File: src/hw/rtl/gtfc_pkg.sv
// gtfc_pkg: shared types and constants of the gap timeout frame collector.
// Used by gtfc_frame_buf, gap_timeout_frame_collector_unit and the testbench; no dependencies.
`timescale 1ns / 1ps
`default_nettype none

package gtfc_pkg;

    // Frame store depth and derived widths
    localparam int FRAME_DEPTH = 32;
    localparam int ADDR_W      = (FRAME_DEPTH > 1) ? $clog2(FRAME_DEPTH) : 1;
    localparam int CNT_W       = $clog2(FRAME_DEPTH + 1);

    // Fixed field widths
    localparam int BYTE_W   = 8;
    localparam int IDX_W    = 5;
    localparam int LEN_W    = 6;
    localparam int TIMER_W  = 16;
    localparam int CFG_W    = 16;
    localparam int CFG_IDX_W = 1;
    localparam int IN_TDATA_W  = 8;
    localparam int OUT_TDATA_W = 24;

    // Register reset values
    localparam logic [TIMER_W-1:0] GAP_RESET  = 16'd5;
    localparam logic [TIMER_W-1:0] IDLE_RESET = 16'd60000;

    // Configuration register indexes
    localparam logic [CFG_IDX_W-1:0] CFG_GAP_TICKS   = 1'b0;
    localparam logic [CFG_IDX_W-1:0] CFG_IDLE_RELOAD = 1'b1;

    // Input opcodes
    localparam logic OP_BYTE = 1'b0;
    localparam logic OP_TICK = 1'b1;

    // Frame store write request
    typedef struct packed {
        logic              we;
        logic [ADDR_W-1:0] addr;
        logic [BYTE_W-1:0] data;
    } t_wr_req;

    // Frame read-out command
    typedef struct packed {
        logic             start;
        logic [CNT_W-1:0] len;
    } t_emit_cmd;

    // One result item
    typedef struct packed {
        logic              last;
        logic [LEN_W-1:0]  len;
        logic [IDX_W-1:0]  idx;
        logic [BYTE_W-1:0] data;
    } t_out_item;

endpackage

`default_nettype wire

File: src/hw/rtl/gtfc_frame_buf.sv
// gtfc_frame_buf: frame store memory, read-out sequencer and 2-entry output queue.
// Depends on gtfc_pkg.
`timescale 1ns / 1ps
`default_nettype none

module gtfc_frame_buf (
    input  wire                  i_clk,
    input  wire                  i_rst_n,
    input  gtfc_pkg::t_wr_req    i_wr,
    input  gtfc_pkg::t_emit_cmd  i_cmd,
    output logic                 o_busy,
    output logic                 o_item_valid,
    input  wire                  i_item_ready,
    output gtfc_pkg::t_out_item  o_item
);
    import gtfc_pkg::*;

    logic [BYTE_W-1:0] mem [FRAME_DEPTH];

    logic              r_active;
    logic [CNT_W-1:0]  r_ptr;
    logic [CNT_W-1:0]  r_len;
    logic              r_rd_vld;
    logic [ADDR_W-1:0] r_rd_idx;
    logic              r_rd_last;
    logic [BYTE_W-1:0] r_rd_data;

    t_out_item         r_q [2];
    logic              r_wp;
    logic              r_rp;
    logic [1:0]        r_cnt;

    logic              pop;
    logic              issue;
    logic [1:0]        used;
    logic [CNT_W-1:0]  ptr_inc;
    logic              ptr_last;
    t_out_item         push_item;

    assign o_busy       = r_active;
    assign o_item_valid = (r_cnt != 2'd0);
    assign o_item       = r_q[r_rp];
    assign pop          = o_item_valid && i_item_ready;

    // Reads in flight plus queued items never exceed the queue depth
    assign used     = r_cnt + {1'b0, r_rd_vld};
    assign issue    = r_active && ((used < 2'd2) || ((used == 2'd2) && pop));
    assign ptr_inc  = r_ptr + 1'b1;
    assign ptr_last = (ptr_inc == r_len);

    always_comb begin
        logic [31:0] idx_ext;
        logic [31:0] len_ext;
        idx_ext = 32'(r_rd_idx);
        len_ext = 32'(r_len);
        push_item.data = r_rd_data;
        push_item.idx  = idx_ext[IDX_W-1:0];
        push_item.len  = len_ext[LEN_W-1:0];
        push_item.last = r_rd_last;
    end

    // Store write and registered read
    always_ff @(posedge i_clk) begin
        if (i_wr.we) begin
            mem[i_wr.addr] <= i_wr.data;
        end
        if (issue) begin
            r_rd_data <= mem[r_ptr[ADDR_W-1:0]];
            r_rd_idx  <= r_ptr[ADDR_W-1:0];
            r_rd_last <= ptr_last;
        end
        if (i_cmd.start) begin
            r_len <= i_cmd.len;
        end
        if (r_rd_vld) begin
            r_q[r_wp] <= push_item;
        end
    end

    // Sequencer and queue control
    always_ff @(posedge i_clk) begin
        if (!i_rst_n) begin
            r_active <= 1'b0;
            r_ptr    <= '0;
            r_rd_vld <= 1'b0;
            r_wp     <= 1'b0;
            r_rp     <= 1'b0;
            r_cnt    <= 2'd0;
        end else begin
            r_rd_vld <= issue;
            if (i_cmd.start) begin
                r_active <= 1'b1;
                r_ptr    <= '0;
            end else if (issue) begin
                r_ptr <= ptr_inc;
                if (ptr_last) begin
                    r_active <= 1'b0;
                end
            end
            if (r_rd_vld) begin
                r_wp <= ~r_wp;
            end
            if (pop) begin
                r_rp <= ~r_rp;
            end
            r_cnt <= r_cnt + {1'b0, r_rd_vld} - {1'b0, pop};
        end
    end

endmodule

`default_nettype wire

File: src/hw/rtl/gap_timeout_frame_collector_unit.sv
// gap_timeout_frame_collector_unit: top level of the inter-byte idle timeout framer.
// Depends on gtfc_pkg and gtfc_frame_buf.
`timescale 1ns / 1ps
`default_nettype none

// Usage:
// - Slave stream: s_axis_tuser is the opcode (0 = received byte, 1 = one tick),
//   s_axis_tdata carries the received byte. A byte request or a tick request that
//   closes no frame is taken at once; s_axis_tready stays high while no frame is read out.
// - A byte is stored while the silence timer runs and the 32-byte store has room;
//   it reloads the timer with gap_ticks. A byte to a full store is dropped.
// - A tick that brings the timer to zero reloads it with idle_reload and, if bytes are
//   held, starts read-out of the frame: one result per byte on the master stream,
//   each passing through the registered store read and the output queue, one per
//   cycle while m_axis_tready is high. The single read port of the frame store sets
//   that rate.
// - When the receiver stalls, read-out pauses behind a 2-entry output queue; the
//   slave side reopens once every byte has been read from the store.
// - Reset: gap_ticks = 5, idle_reload = 60000, timer = 60000, store empty. The frame
//   store itself is not cleared; only written entries are ever read.
// - Configuration: write i_cfg_data to register i_cfg_idx (0 gap_ticks,
//   1 idle_reload) while idle; a value of zero is taken as one.
module gap_timeout_frame_collector_unit (
    input  wire         i_clk,
    input  wire         i_rst_n,
    // configuration write port
    input  wire         i_cfg_we,
    input  wire [gtfc_pkg::CFG_IDX_W-1:0] i_cfg_idx,
    input  wire [gtfc_pkg::CFG_W-1:0]     i_cfg_data,
    // slave stream
    input  wire         s_axis_tvalid,
    output logic        s_axis_tready,
    input  wire [gtfc_pkg::IN_TDATA_W-1:0] s_axis_tdata,   // [7:0] rx_byte
    input  wire         s_axis_tuser,                      // [0] opcode
    // master stream
    output logic        m_axis_tvalid,
    input  wire         m_axis_tready,
    output logic [gtfc_pkg::OUT_TDATA_W-1:0] m_axis_tdata, // [7:0] frame_byte,
                                                           // [12:8] byte_index,
                                                           // [18:13] frame_length,
                                                           // [23:19] zero
    output logic        m_axis_tlast                       // last_byte
);
    import gtfc_pkg::*;

    logic [TIMER_W-1:0] r_gap_ticks;
    logic [TIMER_W-1:0] r_idle_reload;
    logic [TIMER_W-1:0] r_timer;
    logic [CNT_W-1:0]   r_count;

    logic               in_acc;
    logic               emit_busy;
    logic [TIMER_W-1:0] timer_dec;
    logic [CFG_W-1:0]   cfg_clamped;
    logic               store_ok;
    logic               expire;
    t_wr_req            wr;
    t_emit_cmd          cmd;
    t_out_item          item;

    // Hold off requests while the store is read out; this keeps writes away from
    // entries still being read.
    assign s_axis_tready = !emit_busy;
    assign in_acc        = s_axis_tvalid && s_axis_tready;

    assign timer_dec   = r_timer - 1'b1;
    assign cfg_clamped = (i_cfg_data == '0) ? CFG_W'(1) : i_cfg_data;

    assign store_ok = in_acc && (s_axis_tuser == OP_BYTE) && (r_timer != '0)
                      && (r_count < CNT_W'(FRAME_DEPTH));
    assign expire   = in_acc && (s_axis_tuser == OP_TICK) && (r_timer != '0)
                      && (timer_dec == '0);

    assign wr.we   = store_ok;
    assign wr.addr = r_count[ADDR_W-1:0];
    assign wr.data = s_axis_tdata[BYTE_W-1:0];

    assign cmd.start = expire && (r_count != '0);
    assign cmd.len   = r_count;

    // Configuration registers
    always_ff @(posedge i_clk) begin
        if (!i_rst_n) begin
            r_gap_ticks   <= GAP_RESET;
            r_idle_reload <= IDLE_RESET;
        end else if (i_cfg_we) begin
            unique case (i_cfg_idx)
                CFG_GAP_TICKS:   r_gap_ticks   <= cfg_clamped;
                CFG_IDLE_RELOAD: r_idle_reload <= cfg_clamped;
                default: ;
            endcase
        end
    end

    // Silence timer and byte count
    always_ff @(posedge i_clk) begin
        if (!i_rst_n) begin
            r_timer <= IDLE_RESET;
            r_count <= '0;
        end else if (store_ok) begin
            r_timer <= r_gap_ticks;
            r_count <= r_count + 1'b1;
        end else if (expire) begin
            // close the frame; read-out starts from the command this cycle
            r_timer <= r_idle_reload;
            r_count <= '0;
        end else if (in_acc && (s_axis_tuser == OP_TICK) && (r_timer != '0)) begin
            r_timer <= timer_dec;
        end
    end

    gtfc_frame_buf u_frame_buf (
        .i_clk        (i_clk),
        .i_rst_n      (i_rst_n),
        .i_wr         (wr),
        .i_cmd        (cmd),
        .o_busy       (emit_busy),
        .o_item_valid (m_axis_tvalid),
        .i_item_ready (m_axis_tready),
        .o_item       (item)
    );

    assign m_axis_tdata = {{(OUT_TDATA_W - BYTE_W - IDX_W - LEN_W){1'b0}},
                           item.len, item.idx, item.data};
    assign m_axis_tlast = item.last;

    // Timer reloads are clamped, so it never rests at zero
    a_timer_nonzero: assert property (@(posedge i_clk) disable iff (!i_rst_n)
        r_timer != '0)
        else $error("silence timer reached zero");

    // Count stays within the store
    a_count_range: assert property (@(posedge i_clk) disable iff (!i_rst_n)
        r_count <= CNT_W'(FRAME_DEPTH))
        else $error("byte count beyond frame depth");

    // No store write while a frame is being read out
    a_no_write_in_readout: assert property (@(posedge i_clk) disable iff (!i_rst_n)
        emit_busy |-> !wr.we)
        else $error("store write during read-out");

    // A frame closing with bytes held starts read-out on the next cycle
    a_start_readout: assert property (@(posedge i_clk) disable iff (!i_rst_n)
        cmd.start |=> emit_busy && !s_axis_tready)
        else $error("read-out did not start");

endmodule

`default_nettype wire

File: config.mk
export PLATFORM = sky130hd
export DESIGN_NAME = gap_timeout_frame_collector_unit
export DESIGN_NICKNAME = d
export VERILOG_FILES = /design/src/hw/rtl/gtfc_pkg.sv /design/src/hw/rtl/gtfc_frame_buf.sv /design/src/hw/rtl/gap_timeout_frame_collector_unit.sv
export SDC_FILE = /design/constraint.sdc
export NUM_CORES = 1
export LEC_CHECK = 0
export BUFFER_PORTS_ARGS = -buffer_cell sky130_fd_sc_hd__buf_2
export CAP_MARGIN = 20
export CELL_PAD_IN_SITES_DETAIL_PLACEMENT = 2
export CELL_PAD_IN_SITES_GLOBAL_PLACEMENT = 2
export CORE_UTILIZATION = 42
export CTS_CLUSTER_SIZE = 14
export DETAILED_ROUTE_END_ITERATION = 7
export PLACE_DENSITY_LB_ADDON = 0.05
export SLEW_MARGIN = 25
export SYNTH_ARGS = -nofsm -noshare
export SYNTH_HDL_FRONTEND = slang
export SYNTH_HIERARCHICAL = 1
export SYNTH_SLANG_ARGS = --single-unit
export TNS_END_PERCENT = 10
File: constraint.sdc
create_clock -name i_clk -period 3.1 [get_ports i_clk]
set_clock_uncertainty 0.1 [all_clocks]
set_input_delay 0 -clock i_clk [delete_from_list [all_inputs] [get_ports i_clk]]
set_output_delay 0 -clock i_clk [all_outputs]
set_load 0.005 [all_outputs]
# After elaboration in Yosys (flattened, before gate mapping)
# Memories as Yosys holds them, arrays and structs flattened. A register that Yosys moved wholly into a read port is not among the register bits.
# Index checks and enable logic that the tools add are counted.
# W data, S select, Z words.
[word_totals]
ff_bits = 78
ram_bits = 296
inputBits = 31
output_inout_bits = 27
word_cells = 70
mem_count = 2
[memory_table]
columns = ["memory", "depth", "word_bits", "read_ports", "rd_ports_with_merged_regs", "write_ports", "line_no", "source"]
rows = [
  ["u_frame_buf.mem", 32, 8, 1, 1, 1, "gtfc_frame_buf.sv:18", "logic [BYTE_W-1:0] mem [FRAME_DEPTH];"],
  ["u_frame_buf.r_q", 2, 20, 1, 1, 1, "gtfc_frame_buf.sv:28", "t_out_item r_q [2];"],
]
[classes]
addsub = 5
order_cmp = 2
n_eq_ne = 2
muxes = 15
bitwise_logic = 5
reduce_logical = 26
[ops]
columns = ["operator", "count"]
rows = [
  ["$mux W16", 4],
  ["$logic_not A16 Y1", 2],
  ["$reduce_bool A16 Y1", 1],
  ["$sub A16 B1 Y16 const B", 1],
  ["$add A6 B1 Y6 const B", 2],
  ["$mux W6", 2],
  ["$logic_and A1 B1 Y1", 11],
  ["$mux W1", 9],
  ["$reduce_bool A2 Y1", 4],
  ["$eq A6 B6 Y1", 1],
  ["$lt A6 B6 Y1 const B", 1],
  ["$reduce_and A2 Y1", 3],
  ["$reduce_bool A6 Y1", 1],
  ["$not A1 Y1", 5],
  ["$reduce_bool A3 Y1", 1],
  ["$add A2 B1 Y2", 1],
  ["$eq A2 B2 Y1 const B", 1],
  ["$lt A2 B2 Y1 const B", 1],
  ["$reduce_or A2 Y1", 1],
  ["$sub A2 B1 Y2", 1],
  ["$logic_not A1 Y1", 1],
  ["$logic_or A1 B1 Y1", 1],
]

# Longest topological paths before layout
# Gate-level depths: netlist of the first run.
[depth]
depth_word = 8
depth_mapped = 12
ltp_nobuf = 11

# By module
# The synthesis of the first run kept the hierarchy.
[modules_own_cells]
columns = ["module", "instances", "cells_each", "area_each_um2", "seq_area_each_um2"]
rows = [
  ["gtfc_frame_buf", 1, 574, 12640.9, 9749.4],
  ["gap_timeout_frame_collector_unit", 1, 371, 2826.5, 1081.0],
]

# Worst setup path before layout of the first run
# No wires, ideal clock.
[synth_path]
path_kind = "register to register"
startpoint = "register r_timer[1]"
endpoint = "register u_frame_buf.r_ptr[0]"
setup_time_ps = 118
t_arrival_ps = 2951
required_ps = 2882
slack_ps = -70
stages_incl_launch_ff = 13
path_buffers = 1
period_less_slack_ps = 3170
path_cell_list = "dfxtp_1 > buf_2 > inv_1 > ha_1 > nor3b_2 > nand3_1 > xnor2_1 > or4_1 > or3_1 > a21oi_1 > inv_1 > nand2_1 > nor2_1"
[synth_lines]
columns = ["element", "line_no", "source"]
rows = [
  ["start, declared", "gap_timeout_frame_collector_unit.sv:48", "logic [TIMER_W-1:0] r_timer;"],
  ["start signal, assigned", "gap_timeout_frame_collector_unit.sv:101", "r_timer <= r_gap_ticks;"],
  ["start signal, assigned", "gap_timeout_frame_collector_unit.sv:105", "r_timer <= r_idle_reload;"],
  ["start signal, assigned", "gap_timeout_frame_collector_unit.sv:108", "r_timer <= timer_dec;"],
  ["end signal, assigned", "gtfc_frame_buf.sv:95", "r_ptr <= ptr_inc;"],
  ["end, declared", "gtfc_frame_buf.sv:21", "logic [CNT_W-1:0] r_ptr;"],
]

# Worst setup path in the final report of the first run
[layout_path]
startpoint = "register r_timer[0]"
endpoint = "memory u_frame_buf.mem[4][0] (enable)"
[layout_via]
elab_chain_len = 5
[layout_rtl]
columns = ["element", "line_no", "source"]
rows = [
  ["$reduce_bool A16 Y1", "gap_timeout_frame_collector_unit.sv:69", "assign store_ok = in_acc && (s_axis_tuser == OP_BYTE) && (r_timer != '0)"],
  ["$logic_and A1 B1 Y1", "gap_timeout_frame_collector_unit.sv:69", ""],
  ["$logic_and A1 B1 Y1", "gap_timeout_frame_collector_unit.sv:70", "&& (r_count < CNT_W'(FRAME_DEPTH));"],
  ["net store_ok", "gap_timeout_frame_collector_unit.sv:55", "logic store_ok;"],
  ["$mux W1", "gtfc_frame_buf.sv:64", "if (i_wr.we) begin"],
  ["$mux W1 (not written as such)", "gtfc_frame_buf.sv:65", "mem[i_wr.addr] <= i_wr.data;"],
  ["end, declared", "gtfc_frame_buf.sv:18", ""],
]
# The timed path passes the listed nets, and every way through them passes these cells.

==> impl_results.md, run 1 <==
- Core Area: 0.0359 mm²
- Leak Pwr: 5.91 nW
- Sequential share of power: 0.518
- Setup violators final: 0
- Max Fclk: 347 MHz
- DRT iter0 DRCs: 592
- Most frequent CP cell: buf_4
- DR WL/cell: 26.2 µm
- Critical-path maximum fanout: 12
- Switch share: 0.212
- Total grt overflow: 0
- TritonCTS clock tree: yes
- Slowest CP cell: or3b_2
- DRT Pass-1 Iters: 4
- Final period util: 0.929
- Power density cells: 602 mW/mm²
- Vias in the first global route: 9815
- P_sw: 2.33 mW
- Die outline width: 194 µm
- Post-layout util: 0.506
- WP buf/inv: 4
- Reg2reg end: u_frame_buf/mem[4][0]
- Number of synthesized flops with an enable pin: 316
- Kind of critical path: reg2reg
- First-pass GRT wire length: 63.0 mm
- Commonest non-fill, non-tap cell in the layout: edfxtp_1
- Largest stage delay, worst path: 0.62 ns
- Post-synth top flop: edfxtp_1
- Reg clk slew, reported paths: 0.06 ns
- Worst-Margin Slew: 0.950 ns
- Clock net sink count: 383
- IO buf count: 52
- Htree depth: 2
- Setup crit end: u_frame_buf/mem[4][0]
- DRC viols: 0
- RSZ-0062 raised after global routing: false
- I/O pin cnt: 58
- Tot GR Track Use: 0.227
- Sequential area share after synthesis: 0.700
- Critical path's top delay family: simple AND/OR/NAND/NOR gates
- Crit path DAT: 3.04 ns
- FF-to-FF Start: r_timer[0]
- Status: completed
- Placed cells: 1468
- Final ANT Viol Nets: 0
- Pint: 8.62 mW
- Pre-CTS WS: 0.200 ns
- Final std cells w/o fill: 1573
- Cell Area, Synth: 0.0155 mm²
- Crit-path cells: inv_1 > ha_1 > nor3b_2 > buf_4 > nand4_1 > o211ai_1 > inv_2 > or3b_2 > nor2_1 > buf_4
- Clock Power Share: 0.438
- Post-CTS Setup Bufs: 0
- Die height: 194 µm
- Final net count: 1120
- Via/cell ratio: 5.74
- Most frequent cells in the layout: edfxtp_1, nand2_1, mux4_2
- Worst EP required: 3.26 ns
- Initial Util: 0.431
- Max_slew headroom: 0.367
- Count of standard-cell rows: 69
- Initial antenna violation count: 1
- Final Worst Setup Slack: 0.222 ns
- Cell variety after synth: 64
- Root Driver: clkbuf_16
- Logic gate share of total power: 0.044
- Full die area: 0.0376 mm²
- Endpoint class of the critical path: register
- Crit path from: r_timer[0]
- Final Max Slew Viols: 0
- Min-Delay Startpoint: s_axis_tvalid
- Largest net degree at the start of global routing: 40
- R2r setup slk: 0.22 ns
- Final TNS setup: 0 ns
- Crit start category: register
- Dpl hpwl: 27.4 mm
- Via Count: 9022
- Antenna Cells: 0
- Layout cells sized above 1: 0.267
- Total wire length: 41.1 mm
- Hold Vio Cnt, Final: 0
- Worst r2r path cells: 10
- Final GP Congestion: 0.795
- Total CTS buffers: 42
- Clk_lat worst skew: 0.55 ns
- Worst vdd ir: 0.000508 V
- # fillers: 3243
- Fin crit period: 2.88 ns
- Synth Area per Inst: 16.4 µm²
- Layout area overhead: 17.5%
- Class of the worst hold path: in2reg
- Maxcap violations: 0
- Synth Register Bits: 383
- Ys async rst share: 0
- Syn Inst Count: 945
- Clock Path Buffers: 3
- Synth warnings: 6
- Crit path depth: 10
[power by group through the flow]
stage | Combinational [mW] | Sequential, mW | Clock (mW)
6_report | 0.484 | 5.67 | 4.79
5_1_grt | 0.535 | 5.68 | 5.08
4_1_cts | 0.490 | 5.67 | 4.93
3_5_place_dp | 0.458 | 5.78 | 0
3_3_place_gp | 0.429 | 5.78 | 0
2_1_floorplan | 0.269 | 5.75 | 0
[cells by family after synthesis]
group,synth area share
muxes,0.139
other,0.000242
DFF,0.700
buffers and inverters,0.0227
adders and majority gates,0.00566
AOI/OAI and AO/OA,0.0456
and+or+nand+nor,0.0736
xor gates and xnor gates,0.0125
[sequential cells by signal, summed over array words and instances, names as in the netlist, 6 cells and up, named ones only]
| name | flops |
|---|---|
| r_count | 6 |
| r_gap_ticks | 16 |
| r_idle_reload | 16 |
| r_timer | 16 |
| u_frame_buf/mem | 256 |
| u_frame_buf/r_len | 6 |
| u_frame_buf/r_ptr | 6 |
| u_frame_buf/r_q | 40 |
| u_frame_buf/r_rd_data | 8 |
[per-stage QoR]
step,total power [mW],hold slack [ns],area [µm²]
after floorplan,6.02,-0.00113,15500
after global placement,6.20,0.155,16500
after detailed placement,6.24,0.168,16500
after CTS,11.1,0.00927,18200
after global routing,11.3,0.0851,18200
final,10.9,0.0503,18200
[how the worst min path moves through the flow]
stage / slack (ns) / end / cells after the start
after floorplan: -0.001 / u_frame_buf/mem[0][0] / 0
after global placement: 0.16 / r_idle_reload[6] / 3
after detailed placement: 0.17 / r_idle_reload[6] / 3
after CTS: 0.009 / r_timer[1] / 5
after global routing: 0.09 / r_timer[1] / 5
final: 0.05 / r_timer[1] / 5
[cell usage after synthesis (6+ instances only)]
master / number / area [µm²]
nand3_1: 19 / 95.1
nor3_1: 17 / 85.1
a21oi_1: 39 / 195
xnor2_1: 13 / 114
inv_1: 22 / 82.6
mux2_2: 28 / 315
nand3b_1: 8 / 60.1
xor2_1: 9 / 78.8
nor2_1: 58 / 218
or3_1: 6 / 37.5
edfxtp_1: 316 / 9490
buf_2: 8 / 40.0
o22ai_1: 9 / 56.3
dfxtp_1: 67 / 1340
o21ai_0: 16 / 80.1
ha_1: 7 / 87.6
o211ai_1: 7 / 52.6
clkbuf_1: 35 / 131
mux4_2: 80 / 1800
nand2_1: 86 / 323
[worst reg2reg max path, delay by kind of cell (launching register included)]
family / cells / cell delay (ns)
AND/OR/NAND/NOR: 4 / 1.12
adder cells (fa/ha/maj): 1 / 0.24
AO/OA/AOI/OAI: 1 / 0.13
flip-flops: 1 / 0.34
buffers and inverters: 4 / 0.66
[repair_timing]
| item | CTS | global route |
|---|---|---|
| hold buffers | 31 | 0 |
| endpoints found under the hold margin | 310 | 0 |
| setup endpoints to repair | 0 | 4 |
| gates resized for setup | 0 | 1 |
[routing by layer]
| metal | up-vias | wire length, µm | global-route usage |
|---|---|---|---|
| li1 | 3954 | - | - |
| met1 | 4803 | 19200 | 0.327 |
| met2 | 210 | 19100 | 0.355 |
| met3 | 55 | 1950 | 0.0384 |
| met4 | 0 | 852 | 0.0644 |
| met5 | - | 0 | 0 |
[cell type report]
cell class,count,area (µm²),area share
flip-flops and latches,383,10800,0.596
multi-input cells,490,4310,0.237
clock buffers,56,1170,0.0646
repair buffers,142,1050,0.0578
well taps,461,577,0.0317
clock inverters,18,143,0.00785
inverters,23,86.3,0.00475
Note: power is estimated with default switching activity, not from simulation.
==> inputs of run 2 (changes only) <==
- CELL_PAD_IN_SITES_DETAIL_PLACEMENT: 2 -> 0
- CELL_PAD_IN_SITES_GLOBAL_PLACEMENT: 2 -> 1
- CORE_ASPECT_RATIO: default -> 1.75
- PLACE_DENSITY: default -> 0.77
- PLACE_DENSITY_LB_ADDON: 0.05 -> default
==> impl_results.md, run 2 (synthesized netlist as in run 1, its figures left out) <==
- Fin crit period: 2.90 ns (+0.0205 ns)
- Clk_lat worst skew: 0.54 ns (about the same)
- Power density cells: 572 mW/mm² (-5.1%)
- Crit path depth: 9 (-1)
- Commonest non-fill, non-tap cell in the layout: edfxtp_1
- First-pass GRT wire length: 51.3 mm (-19%)
- Clock Path Buffers: 3 (unchanged)
- Die height: 256 µm (+32%)
- Layout cells sized above 1: 0.261 (-0.00626)
- Clock net sink count: 383 (unchanged)
- Max_slew headroom: 0.392 (+0.0252)
- Worst EP required: 3.25 ns (about the same)
- Dpl hpwl: 22.3 mm (-19%)
- Die outline width: 147 µm (-24%)
- Htree depth: 2 (unchanged)
- Crit path from: r_timer[1]
- Reg2reg end: u_frame_buf/r_len[2]
- Kind of critical path: reg2reg
- Final GP Congestion: 0.839 (+5.6%)
- Final net count: 1119 (-0.089%)
- Pwr Total: 10.3 mW (-5.7%)
- Worst-Margin Slew: 0.911 ns (-0.0390 ns)
- IO buf count: 52 (unchanged)
- I/O pin cnt: 58 (unchanged)
- Post-route cell area: 0.0181 mm² (-0.63%)
- Class of the worst hold path: in2reg
- TritonCTS clock tree: yes
- Crit start category: register
- Maxcap violations: 0 (unchanged)
- DRT Pass-1 Iters: 4 (unchanged)
- Max Fclk: 345 MHz (-0.71%)
- Leak Pwr: 5.82 nW (-1.4%)
- Final period util: 0.935 (+0.00662)
- Total wire length: 33.0 mm (-20%)
- Status: completed
- Reg with most FFs: u_frame_buf/mem
- Hold Vio Cnt, Final: 0 (unchanged)
- Final Max Slew Viols: 0 (unchanged)
- WP buf/inv: 2 (-2)
- Full die area: 0.0376 mm² (about the same)
- Final ANT Viol Nets: 0 (unchanged)
- R2r setup slk: 0.20 ns (-0.02 ns)
- DR WL/cell: 20.9 µm (-20%)
- Critical-path maximum fanout: 6 (-6)
- Worst r2r path cells: 9 (-1)
- Initial antenna violation count: 0 (-1)
- Via/cell ratio: 5.38 (-6.2%)
- FF-to-FF Start: r_timer[1]
- Vias in the first global route: 8700 (-11%)
- Critical path's top delay family: simple AND/OR/NAND/NOR gates
- Setup violators final: 0 (unchanged)
- Final hold slack: 0.0384 ns (-0.0118 ns)
- Crit-path cells: inv_1 > ha_1 > nor3b_4 > nand3_1 > xnor2_1 > or4_1 > or3_1 > a21oi_2 > buf_4
- Crit path DAT: 3.05 ns (about the same)
- Tot GR Track Use: 0.181 (-0.0453)
- Flip-flop count of the largest register after layout: 256 (unchanged)
- Via Count: 8487 (-5.9%)
- Largest net degree at the start of global routing: 38 (-5.0%)
- Initial Util: 0.428 (-0.00274)
- Core Area: 0.0361 mm² (+0.64%)
- Final TNS setup: 0 ns (unchanged)
- Biggest regs: u_frame_buf/mem: 256 flops, u_frame_buf/r_q: 40 flops
- Post-DP Area: 0.0165 mm² (about the same)
- Antenna Cells: 0 (unchanged)
- Setup crit end: u_frame_buf/r_len[2]
- DRT iter0 DRCs: 500 (-16%)
- Layout area overhead: 16.8%
- Endpoint class of the critical path: register
- Largest stage delay, worst path: 0.46 ns (-0.16 ns)
- Most frequent cells in the layout: edfxtp_1, nand2_1, mux4_2
- Total CTS buffers: 36 (-14%)
- DRC viols: 0 (unchanged)
- Root Driver: clkbuf_16
- Slowest CP cell: or4_1
- Count of standard-cell rows: 92 (+33%)
- Total grt overflow: 0 (unchanged)
- Reg clk slew, reported paths: 0.06 ns (about the same)
- Worst vdd ir: 0.000421 V (-17%)
-- run 2: metrics by stage --
stage	util	worst slack [ns]	instances
after CTS	0.500	0.115	1578
after global placement	0.457	0.191	1474
after floorplan	-	0.0965	949
final	0.500	0.201	1578
after detailed placement	0.458	0.142	1474
after global routing	0.500	-0.00209	1578
-- run 2: routing by layer --
| layer | wire, µm | vias up | track usage |
|---|---|---|---|
| li1 | - | 3940 | - |
| met1 | 11800 | 4358 | 0.191 |
| met2 | 19400 | 131 | 0.360 |
| met3 | 830 | 58 | 0.0223 |
| met4 | 976 | 0 | 0.0613 |
| met5 | 0 | - | 0 |
-- run 2: area by class of cell --
| class | instances | area [µm²] |
|---|---|---|
| Timing Repair Buffer | 147 | 1110 |
| Clock buffer | 56 | 1060 |
| Fill cell | 3029 | 18100 |
| Inverter | 23 | 86.3 |
| Clock inverter | 9 | 67.6 |
| Multi-Input combinational cell | 490 | 4320 |
| Sequential cell | 383 | 10800 |
| Tap cell | 470 | 588 |
-- run 2: worst reg2reg max path, delay by kind of cell (launching register included) --
kind / cells / cell delay, ns
adders and majority gates: 1 / 0.21
xor gates and xnor gates: 1 / 0.18
and+or+nand+nor: 4 / 1.34
buffers and inverters: 2 / 0.26
AOI/OAI and AO/OA: 1 / 0.21
DFF: 1 / 0.31
-- run 2: worst min-delay path by stage --
stage,from,endpoint,slack [ns],cells past startpoint
6_report,i_cfg_we,r_idle_reload[12],0.04,4
5_1_grt,i_cfg_we,r_idle_reload[4],0.06,4
4_1_cts,i_cfg_we,r_idle_reload[12],0.03,4
3_5_place_dp,i_cfg_data[2],r_gap_ticks[2],0.15,3
3_3_place_gp,i_cfg_data[14],r_idle_reload[14],0.15,3
2_1_floorplan,s_axis_tdata[0],u_frame_buf/mem[0][0],-0.001,0
-- run 2: power breakdown --
part           switching [mW]  total, mW  internal (mW)
combinational           0.255      0.454          0.199
sequential             0.0640       5.67           5.61
clock                    1.83       4.20           2.38
total                    2.15       10.3           8.18
-- run 2: timing repair --
action | in CTS | in global routing
resized for setup | 0 | 2
hold endpoints to repair | 307 | 0
setup buffers | 0 | 0
endpoints found under the setup margin | 0 | 12
hold buffers | 39 | 0
==> inputs of run 3 (changes only) <==
- MAX_ROUTING_LAYER: default -> met4
==> impl_results.md, run 3 (synthesized netlist as in run 1, its figures left out) <==
- Status: completed
- DRT iter0 DRCs: 526 (+5.2%)
- Initial Util: 0.428 (unchanged)
- Worst vdd ir: 0.000423 V (+0.33%)
- I/O pin cnt: 58 (unchanged)
- Final ANT Viol Nets: 0 (unchanged)
- Commonest non-fill, non-tap cell in the layout: edfxtp_1
- Initial antenna violation count: 0 (unchanged)
- Core Area: 0.0361 mm² (unchanged)
- Endpoint class of the critical path: register
- Crit start category: register
- Largest net degree at the start of global routing: 38 (unchanged)
- TritonCTS clock tree: yes
- Max_slew headroom: 0.386 (-0.00576)
- Clock Path Buffers: 3 (unchanged)
- Final period util: 0.936 (about the same)
- Antenna Cells: 0 (unchanged)
- Hold Vio Cnt, Final: 0 (unchanged)
- Htree depth: 2 (unchanged)
- DRC viols: 0 (unchanged)
- Via Count: 8465 (-0.26%)
- Total grt overflow: 0 (unchanged)
- Class of the worst hold path: in2reg
- Fin crit period: 2.90 ns (+0.00138 ns)
- Final GP Congestion: 0.852 (+1.5%)
- Clock net sink count: 383 (unchanged)
- Via/cell ratio: 5.36 (-0.26%)
- Total CTS buffers: 36 (unchanged)
- Reg with most FFs: u_frame_buf/mem
- Total wire length: 33.0 mm (about the same)
- Post-route cell area: 0.0181 mm² (unchanged)
- Critical-path maximum fanout: 6 (unchanged)
- Setup violators final: 0 (unchanged)
- Worst EP required: 3.25 ns (about the same)
- Kind of critical path: reg2reg
- First-pass GRT wire length: 51.3 mm (about the same)
- Final TNS setup: 0 ns (unchanged)
- Maxcap violations: 0 (unchanged)
- Tot GR Track Use: 0.187 (+0.00548)
- Crit-path cells: inv_1 > ha_1 > nor3b_4 > nand3_1 > xnor2_1 > or4_1 > or3_1 > a21oi_2 > buf_4
- Biggest regs: u_frame_buf/mem: 256 flops, u_frame_buf/r_q: 40 flops
- Max Fclk: 345 MHz (about the same)
- Die outline width: 147 µm (unchanged)
- Post-CTS Setup Bufs: 0 (unchanged)
- IO buf count: 52 (unchanged)
- Post-layout util: 0.500 (unchanged)
- DR WL/cell: 20.9 µm (about the same)
- Leak Pwr: 5.82 nW (unchanged)
- Worst-Margin Slew: 0.919 ns (+0.00863 ns)
- Layout cells sized above 1: 0.261 (unchanged)
- Slowest CP cell: or4_1
- Count of standard-cell rows: 92 (unchanged)
- Full die area: 0.0376 mm² (unchanged)
- Dpl hpwl: 22.3 mm (unchanged)
- Reg clk slew, reported paths: 0.06 ns (about the same)
- Post-DP Area: 0.0165 mm² (unchanged)
- Die height: 256 µm (unchanged)
- DRT Pass-1 Iters: 5 (+1)
- Final Max Slew Viols: 0 (unchanged)
- Crit path DAT: 3.05 ns (about the same)
- Vias in the first global route: 8674 (-0.30%)
- Flip-flop count of the largest register after layout: 256 (unchanged)
- Final net count: 1119 (unchanged)
- Layout area overhead: 16.8% (unchanged)
- Power density cells: 572 mW/mm² (about the same)
- Clk_lat worst skew: 0.54 ns (about the same)
- Largest stage delay, worst path: 0.46 ns (about the same)
- Root Driver: clkbuf_16
- Most frequent cells in the layout: edfxtp_1, nand2_1, mux4_2
run 3: cell counts in the layout (fill, tap and decap cells not counted):
No cell type changed its count.
run 3: metrics by stage:
stage,hold WS [ns],cells,setup WS (ns),power [mW]
after floorplan,-0.00113,949,0.0965,6.02
after global placement,0.149,1474,0.191,6.19
after detailed placement,0.153,1474,0.142,6.20
after CTS,0.0289,1578,0.115,10.4
after global routing,0.0585,1578,-0.00360,10.6
final,0.0435,1578,0.200,10.3
run 3: worst paths after layout:
| kind | slack (ns) | from | cells past startpoint | to |
|---|---|---|---|---|
| worst max register to register | 0.20 | r_timer[1] | 9 | u_frame_buf/r_len[2] |
| worst min-delay path | 0.04 | i_cfg_we | 4 | r_idle_reload[7] |
| worst max-delay path | 0.20 | r_timer[1] | 9 | u_frame_buf/r_len[2] |
| worst min register to register | 0.35 | u_frame_buf/r_rd_data[7] | 0 | u_frame_buf/r_q[1][7] |
run 3: power by group:
group	internal, mW	switching, mW	total (mW)	leakage (nW)
Clock	2.38	1.83	4.21	0.550
Combinational	0.199	0.255	0.454	1.92
Sequential	5.61	0.0640	5.67	3.36
Total	8.18	2.15	10.3	5.82
run 3: layout make-up:
type | count | area (µm²)
Fill cell | 3029 | 18100
Clock inverter | 9 | 67.6
Sequential cell | 383 | 10800
Inverter | 23 | 86.3
Timing Repair Buffer | 147 | 1110
Tap cell | 470 | 588
Clock buffer | 56 | 1060
Multi-Input combinational cell | 490 | 4320
run 3: repair_timing:
action / in CTS / in global routing
hold endpoints to repair: 307 / 0
setup endpoints to repair: 0 / 12
resized for setup: 0 / 2
hold buffers: 39 / 0
run 3: metal layers:
layer	wire length [µm]	track usage	up-vias
li1	-	-	3942
met4	1000	0.0613	0
met2	19300	0.360	153
met5	0	-	-
met3	932	0.0223	61
met1	11800	0.191	4309
run 3: worst max-delay path: cells and delay by family (launching register included):
| family | cells | cell delay, ns |
|---|---|---|
| AND/OR/NAND/NOR | 4 | 1.34 |
| flip-flops | 1 | 0.31 |
| buffers and inverters | 2 | 0.26 |
| adder cells (fa/ha/maj) | 1 | 0.21 |
| AO/OA/AOI/OAI | 1 | 0.21 |
| XOR/XNOR | 1 | 0.19 |
